==> src/hw/rtl/tsrp_pkg.sv <==
// Package for the round-robin / priority task scheduler.
// Holds sizes, command and mode codes, register indexes and the shared types.
// No dependencies.
package tsrp_pkg;

	localparam int MAX_TASKS = 16;
	localparam int IDLE_SLOT = 0;
	localparam int SLOT_W    = $clog2(MAX_TASKS);
	localparam int CNT_W     = $clog2(MAX_TASKS + 1);
	localparam int PRIO_W    = 8;

	// command codes
	localparam logic CMD_WRITE = 1'b0;
	localparam logic CMD_SCHED = 1'b1;

	// scheduler_mode codes
	localparam logic MODE_RR   = 1'b0;
	localparam logic MODE_PRIO = 1'b1;

	// register indexes (paddr[2])
	localparam logic REG_MODE  = 1'b0;
	localparam logic REG_COUNT = 1'b1;

	typedef struct packed {
		logic              command;
		logic [3:0]        slot_index;
		logic              slot_ready;
		logic [PRIO_W-1:0] slot_priority;
	} cmd_t;

	typedef struct packed {
		logic [3:0] next_task;
		logic       idle_chosen;
	} res_t;

	// slot table write request
	typedef struct packed {
		logic              en;
		logic [3:0]        idx;
		logic              ready;
		logic [PRIO_W-1:0] prio;
	} tbl_wr_t;

	typedef enum logic [1:0] {
		ST_IDLE,
		ST_MOD,
		ST_SCAN
	} state_t;

endpackage

==> src/hw/rtl/tsrp_table.sv <==
// Task slot table: ready flag and priority per slot, cleared at reset.
// One write port, one read port. Depends on tsrp_pkg.
module tsrp_table (
	input  logic                                clk,
	input  logic                                arst_n,
	input  tsrp_pkg::tbl_wr_t                   wr,
	input  logic [tsrp_pkg::SLOT_W-1:0]         rd_idx,
	output logic                                rd_ready,
	output logic [tsrp_pkg::PRIO_W-1:0]         rd_prio
);

	logic                        ready_q [tsrp_pkg::MAX_TASKS];
	logic [tsrp_pkg::PRIO_W-1:0] prio_q  [tsrp_pkg::MAX_TASKS];
	logic                        wr_hit;

	// slots beyond the table are dropped
	assign wr_hit = wr.en &&
		({{(tsrp_pkg::CNT_W-4){1'b0}}, wr.idx} < tsrp_pkg::CNT_W'(tsrp_pkg::MAX_TASKS));

	always_ff @(posedge clk or negedge arst_n) begin
		if (!arst_n) begin
			for (int i = 0; i < tsrp_pkg::MAX_TASKS; i++) begin
				ready_q[i] <= 1'b0;
				prio_q[i]  <= '0;
			end
		end else if (wr_hit) begin
			ready_q[wr.idx[tsrp_pkg::SLOT_W-1:0]] <= wr.ready;
			prio_q[wr.idx[tsrp_pkg::SLOT_W-1:0]]  <= wr.prio;
		end
	end

	assign rd_ready = ready_q[rd_idx];
	assign rd_prio  = prio_q[rd_idx];

endmodule

==> src/hw/rtl/tsrp_seq.sv <==
// Scan sequencer: reduces the start slot modulo the count, then walks the
// table one slot a cycle through a shared compare. Depends on tsrp_pkg.
module tsrp_seq (
	input  logic                                clk,
	input  logic                                arst_n,
	input  logic                                go,
	input  logic                                mode,
	input  logic [4:0]                          task_count,
	output logic [tsrp_pkg::SLOT_W-1:0]         rd_idx,
	input  logic                                rd_ready,
	input  logic [tsrp_pkg::PRIO_W-1:0]         rd_prio,
	output logic                                busy,
	output logic                                done,
	output tsrp_pkg::res_t                      result
);

	localparam int CW = tsrp_pkg::CNT_W;

	tsrp_pkg::state_t             state_q, state_n;
	logic [CW-1:0]                cnt_q, cnt_n;
	logic [CW-1:0]                pos_q, pos_n;
	logic [CW-1:0]                rem_q, rem_n;
	logic                         mode_q, mode_n;
	logic                         found_q, found_n;
	logic [tsrp_pkg::PRIO_W-1:0]  best_q, best_n;
	logic [tsrp_pkg::SLOT_W-1:0]  pick_q, pick_n;
	logic [tsrp_pkg::SLOT_W-1:0]  run_q, run_n;
	tsrp_pkg::res_t               res_q, res_n;
	logic                         done_q, done_n;
	logic [CW-1:0]                eff_cnt;
	logic [CW-1:0]                pos_inc;
	logic                         elig;
	logic [tsrp_pkg::PRIO_W-1:0]  key;
	logic                         take;
	logic                         fin_found;
	logic [tsrp_pkg::SLOT_W-1:0]  fin_pick;

	// count clamped to 1..MAX_TASKS
	always_comb begin
		priority if (task_count == 5'd0)
			eff_cnt = CW'(1);
		else if (int'(task_count) > tsrp_pkg::MAX_TASKS)
			eff_cnt = CW'(tsrp_pkg::MAX_TASKS);
		else
			eff_cnt = CW'(task_count);
	end

	assign rd_idx  = pos_q[tsrp_pkg::SLOT_W-1:0];
	assign pos_inc = pos_q + CW'(1);

	// shared compare: first strict maximum in circular order wins ties;
	// round-robin compares a constant key, so the first eligible slot wins
	assign elig = (rd_idx != tsrp_pkg::SLOT_W'(tsrp_pkg::IDLE_SLOT)) && rd_ready;
	assign key  = (mode_q == tsrp_pkg::MODE_PRIO) ? rd_prio : '0;
	assign take = elig && (!found_q || (key > best_q));
	assign fin_found = found_q || take;
	assign fin_pick  = take ? rd_idx : pick_q;

	always_comb begin
		state_n = state_q;
		cnt_n   = cnt_q;
		pos_n   = pos_q;
		rem_n   = rem_q;
		mode_n  = mode_q;
		found_n = found_q;
		best_n  = best_q;
		pick_n  = pick_q;
		run_n   = run_q;
		res_n   = res_q;
		done_n  = 1'b0;
		unique case (state_q)
			tsrp_pkg::ST_IDLE: begin
				if (go) begin
					cnt_n   = eff_cnt;
					rem_n   = eff_cnt;
					pos_n   = CW'(run_q) + CW'(1);
					mode_n  = mode;
					found_n = 1'b0;
					best_n  = '0;
					pick_n  = tsrp_pkg::SLOT_W'(tsrp_pkg::IDLE_SLOT);
					state_n = tsrp_pkg::ST_MOD;
				end
			end
			tsrp_pkg::ST_MOD: begin
				if (pos_q >= cnt_q)
					pos_n = pos_q - cnt_q;
				else
					state_n = tsrp_pkg::ST_SCAN;
			end
			tsrp_pkg::ST_SCAN: begin
				if (take) begin
					found_n = 1'b1;
					best_n  = key;
					pick_n  = rd_idx;
				end
				pos_n = (pos_inc == cnt_q) ? '0 : pos_inc;
				rem_n = rem_q - CW'(1);
				if (rem_q == CW'(1)) begin
					run_n             = fin_found ? fin_pick
						: tsrp_pkg::SLOT_W'(tsrp_pkg::IDLE_SLOT);
					res_n.next_task   = 4'(run_n);
					res_n.idle_chosen = !fin_found;
					done_n            = 1'b1;
					state_n           = tsrp_pkg::ST_IDLE;
				end
			end
			default: state_n = tsrp_pkg::ST_IDLE;
		endcase
	end

	always_ff @(posedge clk or negedge arst_n) begin
		if (!arst_n) begin
			state_q <= tsrp_pkg::ST_IDLE;
			run_q   <= tsrp_pkg::SLOT_W'(tsrp_pkg::IDLE_SLOT);
			done_q  <= 1'b0;
			found_q <= 1'b0;
		end else begin
			state_q <= state_n;
			run_q   <= run_n;
			done_q  <= done_n;
			found_q <= found_n;
		end
	end

	always_ff @(posedge clk) begin
		cnt_q  <= cnt_n;
		pos_q  <= pos_n;
		rem_q  <= rem_n;
		mode_q <= mode_n;
		best_q <= best_n;
		pick_q <= pick_n;
		res_q  <= res_n;
	end

	assign busy   = (state_q != tsrp_pkg::ST_IDLE);
	assign done   = done_q;
	assign result = res_q;

endmodule

==> src/hw/rtl/task_scheduler_rr_priority.sv <==
// Top level of the round-robin / priority task scheduler.
// Holds the APB registers and ties the slot table to the scan sequencer.
// Depends on tsrp_pkg, tsrp_table, tsrp_seq.

// Usage: a command transfer is taken on a clock edge with start high and
// busy low. A write command updates one task slot in that cycle, produces
// no result and leaves busy low, so a new command may follow at once. A
// schedule command raises busy and runs the shared compare over the slot
// table one slot per cycle; the chosen slot appears on result with done high
// for exactly one cycle, and the receiver cannot stall it, so it must take
// the transfer in that cycle. Busy covers the subtract steps that wrap the
// scan's start slot, q = floor((running + 1) / N) of them, then a step into
// the scan, then the scan over N slots, where N is the task count clamped to
// 1..16. Busy drops in the cycle done is high, so the next command may be
// taken alongside the result. Slot 0 is the idle task: it is never picked
// as an ordinary task and is reported with idle_chosen when no other slot
// below the task count is ready. Registers: 0x0 scheduler_mode (bit 0),
// 0x4 task_count (bits 4:0); write them only while busy is low.
module task_scheduler_rr_priority (
	input  logic                clk,
	input  logic                arst_n,
	// command channel
	input  logic                start,
	output logic                busy,
	input  tsrp_pkg::cmd_t      cmd,
	// result channel
	output logic                done,
	output tsrp_pkg::res_t      result,
	// APB configuration port
	input  logic                psel,
	input  logic                penable,
	input  logic                pwrite,
	input  logic [2:0]          paddr,
	input  logic [31:0]         pwdata,
	output logic [31:0]         prdata,
	output logic                pready
);

	logic                        mode_q;
	logic [4:0]                  count_q;
	logic                        cfg_wr;
	logic                        cmd_take;
	tsrp_pkg::tbl_wr_t           tbl_wr;
	logic                        seq_go;
	logic [tsrp_pkg::SLOT_W-1:0] rd_idx;
	logic                        rd_ready;
	logic [tsrp_pkg::PRIO_W-1:0] rd_prio;

	// ---------------- configuration registers ----------------
	assign pready = 1'b1;
	assign cfg_wr = psel && penable && pwrite;

	// register index is paddr[2]; low address bits are not decoded
	always_ff @(posedge clk or negedge arst_n) begin
		if (!arst_n) begin
			mode_q  <= tsrp_pkg::MODE_RR;
			count_q <= 5'd1;
		end else if (cfg_wr) begin
			unique case (paddr[2])
				tsrp_pkg::REG_MODE:  mode_q  <= pwdata[0];
				tsrp_pkg::REG_COUNT: count_q <= pwdata[4:0];
				default: ;
			endcase
		end
	end

	always_comb begin
		unique case (paddr[2])
			tsrp_pkg::REG_MODE:  prdata = {31'd0, mode_q};
			tsrp_pkg::REG_COUNT: prdata = {27'd0, count_q};
			default:             prdata = '0;
		endcase
	end

	// ---------------- command decode ----------------
	// a transfer is taken whenever start meets busy low
	assign cmd_take = start && !busy;

	// slot writes go straight to the table in the transfer cycle
	assign tbl_wr.en    = cmd_take && (cmd.command == tsrp_pkg::CMD_WRITE);
	assign tbl_wr.idx   = cmd.slot_index;
	assign tbl_wr.ready = cmd.slot_ready;
	assign tbl_wr.prio  = cmd.slot_priority;

	// schedule commands kick off the scan
	assign seq_go = cmd_take && (cmd.command == tsrp_pkg::CMD_SCHED);

	// ---------------- slot table ----------------
	tsrp_table u_table (
		.clk      (clk),
		.arst_n   (arst_n),
		.wr       (tbl_wr),
		.rd_idx   (rd_idx),
		.rd_ready (rd_ready),
		.rd_prio  (rd_prio)
	);

	// ---------------- scan sequencer ----------------
	// holds the running slot; one table slot compared per cycle
	tsrp_seq u_seq (
		.clk        (clk),
		.arst_n     (arst_n),
		.go         (seq_go),
		.mode       (mode_q),
		.task_count (count_q),
		.rd_idx     (rd_idx),
		.rd_ready   (rd_ready),
		.rd_prio    (rd_prio),
		.busy       (busy),
		.done       (done),
		.result     (result)
	);

endmodule
==> config.mk <==
export PLATFORM = sky130hd
export DESIGN_NAME = task_scheduler_rr_priority
export DESIGN_NICKNAME = d
export VERILOG_FILES = /design/src/hw/rtl/tsrp_pkg.sv /design/src/hw/rtl/tsrp_table.sv /design/src/hw/rtl/tsrp_seq.sv /design/src/hw/rtl/task_scheduler_rr_priority.sv
export SDC_FILE = /design/constraint.sdc
export NUM_CORES = 1
export LEC_CHECK = 0
export ABC_AREA = 1
export CELL_PAD_IN_SITES_DETAIL_PLACEMENT = 0
export CELL_PAD_IN_SITES_GLOBAL_PLACEMENT = 1
export CORE_MARGIN = 1.5
export CORE_UTILIZATION = 44
export DETAILED_ROUTE_END_ITERATION = 6
export DONT_BUFFER_PORTS = 1
export PLACE_DENSITY_LB_ADDON = 0.3
export SYNTH_ARGS = -nofsm -noshare
export SYNTH_HDL_FRONTEND = slang
export SYNTH_SLANG_ARGS = --single-unit
==> constraint.sdc <==
create_clock -name clk -period 4.1 [get_ports clk]
set_input_delay 0.41 -clock clk [delete_from_list [all_inputs] [get_ports clk]]
set_output_delay 0.41 -clock clk [all_outputs]
set_load 0.01 [all_outputs]
==> metrics.yaml, run 1 <==
status: "finished, violations left"
violations: "negative hold slack"
first_pass_iters: 5
ys_async_sr_fraction_pct: 82.7
synth_area_mm2: 0.00959
arrival_ns: 3.65
synth_edf_count: 33
grt_start_max_net_pins: 159
cap_violations: 0
max_slew_margin_pct: 43.5
powerDensity_mw_per_mm2: 721
synthFlopType: "dfrtp_1"
syn_inst: 1135
finClkSkew_ns: 0.0111
cts-root-buf: "clkbuf_16"
period_needed_ns: 3.55
hold_viol: 10
r2r_slack_ns: 0.55
cts_tree: "yes"
utilization_pct: 48.4
cts_resized: 0
cp-end-kind: "flip-flop"
start_util_pct: 45.2
final_nets: 1183
r2r_cells: 21
diodes: 0
grt.overflow.total: 0
yosysWarningCount: 0
cts_inserted_buffers: 17
grt_pass1_wl_um: 37200
yosys_register_bits: 191
design.portCount: 95
layout_common_cells: "nand2_1 (251), o21ai_0 (218), dfrtp_1 (157)"
num_vias: 7216
critPathMaxFanout: 26
ys_seq_area_share_pct: 51.6
power.leakage_nw: 4.75
dieHeight_um: 151
p_seq_share_pct: 38.9
die_area_mm2: 0.0227
routed_wl_um: 23000
routedWlPerCell_um: 16.5
grt_setup_unrepaired: "no"
max_freq_mhz: 282
htreeDepth: 4
place_congestion: 0.775
drv_slew: 0
clock_tree.buffer_depth: 2
synthDistinctLibCells: 44
clkSinkCount: 191
path_clk_slew_ns: 0.07
vias_per_cell: 5.18
core.rowCount: 53
peakVddDrop_uv: 405
clkLatencyLatePin_ns: 0.45
chipWidth_um: 151
post_cts_buffers: 0
grt_antenna_before_repair: 0
worstSetupPathType: "flip-flop to flip-flop"
hold_path.class: "input port to async pin"
r2r_start: "u_seq.pos_q[0]$_DFFE_PP_"
min_period_over_period_pct: 86.5
io_buffers: 0
final_common_cell: "nand2_1"
setup_tns_ns: 0
power_frac_comb_pct: 37.9
p_int_mw: 4.47
reg2reg_to: "u_seq.best_q[5]$_SDFFCE_PN0P_"
worstPathRequired_ns: 4.20
ant_nets: 0
core_area_mm2: 0.0212
whs_ns: -0.0661
grt_pass1_vias: 6810
worstSetupStartpointType: "flip-flop"
grt_usage_pct: 21.7
swShare_pct: 39.6
pwr-share-clk_pct: 23.2
route.detailed.drc: 0
finalSetupViolations: 0
avgSynthCellArea_um2: 8.45
hold_buffers: 1
tightest_slew_ns: 0.843
drt-initial-drc-count: 540
hpwlAfterDp_um: 14800
p_switching_mw: 2.94
syn2layout_area_growth_pct: 7.08
drive_above_1_share_pct: 5.99
layer usage:
metal | share of wire, % | up-vias | global-route usage [%]
li1 | - | 3624 | -
met1 | 50 | 3456 | 30.7
met2 | 46 | 124 | 34.3
met3 | 3.7 | 12 | 3.61
met4 | 0.73 | 0 | 6.12
met5 | 0 | - | 0
power by group through the flow:
stage | logic (mW) | registers [mW] | clock network, mW
final | 2.81 | 2.89 | 1.72
after CTS | 2.83 | 2.88 | 1.75
after global placement | 2.74 | 2.90 | 0
after floorplan | 2.14 | 2.83 | 0
after detailed placement | 2.79 | 2.91 | 0
after global routing | 3.26 | 2.95 | 1.82
synth_stat cells, drive strengths merged (4+ instances only):
cell / instances / area (um^2)
nand2: 257 / 980
o21ai: 225 / 1130
dfrtp: 157 / 3930
nor2: 113 / 429
inv: 95 / 357
buf: 51 / 354
nand3: 37 / 198
clkbuf: 36 / 149
edfxtp: 33 / 991
a21oi: 28 / 140
ha: 21 / 263
o211ai: 14 / 105
nand4: 12 / 151
o22ai: 11 / 68.8
a31oi: 10 / 62.6
and2: 7 / 43.8
xor2: 6 / 52.6
nor3: 4 / 31.3
critical path: stages, from the launching register on:
cell,delay [ns]
edfxtp_1,0.45
inv_2,0.38
buf_4,0.38
nor2_1,0.06
o21ai_0,0.32
nand2_1,0.10
nand3_1,0.10
nand2_1,0.08
ha_1,0.21
inv_1,0.05
nand2_1,0.04
nand2_1,0.05
nand2_1,0.04
nand2_1,0.05
nand2_1,0.04
nand2_1,0.05
nand2_1,0.07
nand2_1,0.13
nand2_1,0.15
nand2_1,0.09
nand2_1,0.06
inv_1,0.30
registers in the layout, indices dropped and copies added (netlist names):
register,count
u_table.prio_q,128
u_table.ready_q,16
u_seq.best_q,8
count_q,5
u_seq.cnt_q,5
u_seq.pos_q,5
u_seq.rem_q,5
u_seq.result,5
u_seq.pick_q,4
u_seq.run_q,4
u_seq.state_q,2
mode_q,1
u_seq.done,1
u_seq.found_q,1
u_seq.mode_q,1
area by class of cell:
cell class,count,area [um^2]
Tap cell,275,344
Clock inverter,13,155
Multi-Input combinational cell,788,3880
Sequential cell,191,4950
Timing Repair Buffer,13,143
Clock buffer,19,443
Inverter,95,357
Fill cell,2103,10900
worst max path at each step:
stage / from / end / slack [ns] / depth (start not counted)
floorplan: u_seq.pos_q[1]$_DFFE_PP_ / u_seq.best_q[0]$_SDFFCE_PN0P_ / 1.27 / 20
detailed placement: u_seq.pos_q[0]$_DFFE_PP_ / u_seq.best_q[5]$_SDFFCE_PN0P_ / 0.56 / 17
finish: u_seq.pos_q[0]$_DFFE_PP_ / u_seq.best_q[5]$_SDFFCE_PN0P_ / 0.55 / 21
CTS: u_seq.pos_q[0]$_DFFE_PP_ / u_seq.best_q[5]$_SDFFCE_PN0P_ / 0.54 / 21
global route: u_seq.pos_q[0]$_DFFE_PP_ / u_seq.best_q[5]$_SDFFCE_PN0P_ / 0.22 / 21
global placement: u_seq.pos_q[0]$_DFFE_PP_ / u_seq.best_q[5]$_SDFFCE_PN0P_ / 0.61 / 19
cell families after synthesis:
family / share of synthesized area [%]
compound gates: 16.2
xor+xnor: 0.730
fa+ha+maj: 2.95
buf+inv: 8.96
flops: 51.6
mux: 0.117
other cells: 0.0783
simple gates: 19.4
per-stage QoR:
stage	power, mW	worst slack, ns	area, um^2	hold WS, ns	instances
2_1_floorplan	4.97	1.27	9690	0.114	1161
3_3_place_gp	5.64	0.609	9650	0.122	1361
3_5_place_dp	5.70	0.562	9650	0.121	1361
4_1_cts	7.46	0.539	10300	0.0258	1394
5_1_grt	8.03	0.224	10300	0.0121	1394
6_report	7.41	0.553	10300	-0.0661	1394
No activity file was read; power rests on OpenSTA's default activity.
==> inputs of run 2 (changes only) <==
- CORE_UTILIZATION: 44 -> 30
==> metrics.yaml, run 2 (synthesis results as in run 1) <==
setup_tns_ns: 0
worstSetupPathType: "flip-flop to flip-flop"
drt-initial-drc-count: 534
largest_register: "u_table.prio_q"
clock_tree.buffer_depth: 2
core_area_mm2: 0.0316
arrival_ns: 3.60
num_vias: 7094
chipWidth_um: 182
routedWlPerCell_um: 15.5
drive_above_1_share_pct: 6.15
cp-end-kind: "flip-flop"
hold_path.class: "input port to async pin"
period_needed_ns: 3.50
tightest_slew_ns: 0.806
grt_start_max_net_pins: 159
dpl_cell_area_mm2: 0.00986
grt.overflow.total: 0
max_slew_margin_pct: 45.9
ant_nets: 0
design.portCount: 95
largest_reg_flops: 128
io_buffers: 0
cts_tree: "yes"
cap_violations: 0
reg.largest.list: "u_table.prio_q (128), u_table.ready_q (16), u_seq.best_q (8)"
violations: "negative hold slack"
min_period_over_period_pct: 85.3
worstSetupStartpointType: "flip-flop"
route.detailed.drc: 0
die_area_mm2: 0.0331
total_power_mw: 7.56
design_area_mm2: 0.0105
grt_antenna_before_repair: 0
cts_inserted_buffers: 17
place_congestion: 0.755
r2r_slack_ns: 0.60
diodes: 0
status: "finished, violations left"
final_nets: 1186
reg2reg_to: "u_seq.best_q[7]$_SDFFCE_PN0P_"
hold_viol: 158
first_pass_iters: 5
r2r_start: "u_seq.pos_q[0]$_DFFE_PP_"
final_common_cell: "nand2_1"
worstPathRequired_ns: 4.20
finClkSkew_ns: 0.0116
clkSinkCount: 191
power.leakage_nw: 4.79
r2r_cells: 17
met1_usage_pct: 20.8
routed_wl_um: 23600
core.rowCount: 65
critPathMaxFanout: 13
max_freq_mhz: 286
dieHeight_um: 182
grt_usage_pct: 15.2
drv_slew: 0
finalSetupViolations: 0
place_ws_ns: 0.590
cts-root-buf: "clkbuf_16"
htreeDepth: 4
whs_ns: -0.318
peakVddDrop_uv: 348
clkLatencyLatePin_ns: 0.44
gr-max-usage-layer: "met2"
start_util_pct: 30.4
grt_setup_unrepaired: "no"
syn2layout_area_growth_pct: 9.49
utilization_pct: 33.3
grt_use_met3_pct: 2.37
layout_setup_ws_ns: 0.601
path_clk_slew_ns: 0.07
vias_per_cell: 4.65
grtUsageMet2_pct: 24.9
hpwlAfterDp_um: 15600
grt_pass1_wl_um: 39500
layout_common_cells: "nand2_1 (251), o21ai_0 (218), dfrtp_1 (157)"
powerDensity_mw_per_mm2: 720
grt_pass1_vias: 7192
-- run 2: layout make-up --
class	count	area, um^2
clock buffers	21	465
well taps	402	503
clock inverters	11	178
fillers	3350	21100
flip-flops and latches	191	4950
repair buffers	16	170
inverters	95	357
multi-input cells	788	3880
-- run 2: per-stage QoR --
stage	hold WS, ns	cells
2_1_floorplan	0.114	1161
3_3_place_gp	0.130	1492
3_5_place_dp	0.129	1492
4_1_cts	-0.349	1524
5_1_grt	-0.348	1524
6_report	-0.318	1524
-- run 2: report_power, final --
group	leakage, nW	switching (mW)	internal (mW)
Combinational	2.10	1.83	1.02
Clock	0.315	0.758	1.07
Sequential	2.38	0.310	2.57
Total	4.79	2.90	4.66
-- run 2: worst max path at each step --
| stage | start | endpoint | slack, ns |
|---|---|---|---|
| floorplan | u_seq.pos_q[1]$_DFFE_PP_ | u_seq.best_q[0]$_SDFFCE_PN0P_ | 1.27 |
| global placement | u_seq.pos_q[0]$_DFFE_PP_ | u_seq.best_q[3]$_SDFFCE_PN0P_ | 0.58 |
| detailed placement | u_seq.pos_q[0]$_DFFE_PP_ | u_seq.best_q[5]$_SDFFCE_PN0P_ | 0.59 |
| CTS | u_seq.pos_q[0]$_DFFE_PP_ | u_seq.best_q[7]$_SDFFCE_PN0P_ | 0.56 |
| global route | u_seq.pos_q[0]$_DFFE_PP_ | u_seq.best_q[7]$_SDFFCE_PN0P_ | 0.26 |
| finish | u_seq.pos_q[0]$_DFFE_PP_ | u_seq.best_q[7]$_SDFFCE_PN0P_ | 0.60 |
-- run 2: worst max-delay path, cell delays in order (launching register included) --
cell	delay, ns
edfxtp_1	0.46
inv_2	0.22
buf_4	0.24
nor2_1	0.06
o211ai_1	0.25
nand3_1	0.18
a31oi_1	0.45
ha_1	0.24
nand2_1	0.05
nor2_1	0.11
nand2_1	0.07
nand2_1	0.05
nand2_1	0.06
nand2_1	0.13
nand2_1	0.14
nand2_1	0.08
nand2_1	0.06
inv_1	0.29
-- run 2: timing repair --
action,4_1_cts,5_1_grt
endpoints found under the hold margin,158,158
buffers inserted,0,0
gates resized for setup,0,0
-- run 2: metal layers --
metal  share of wire [%]  vias to the layer above  wire (um)
li1                    -                     3626          -
met5                   0                        -          0
met4                 1.3                        0        300
met1                  51                     3365      12100
met2                  46                       89      10800
met3                 2.0                       14        481
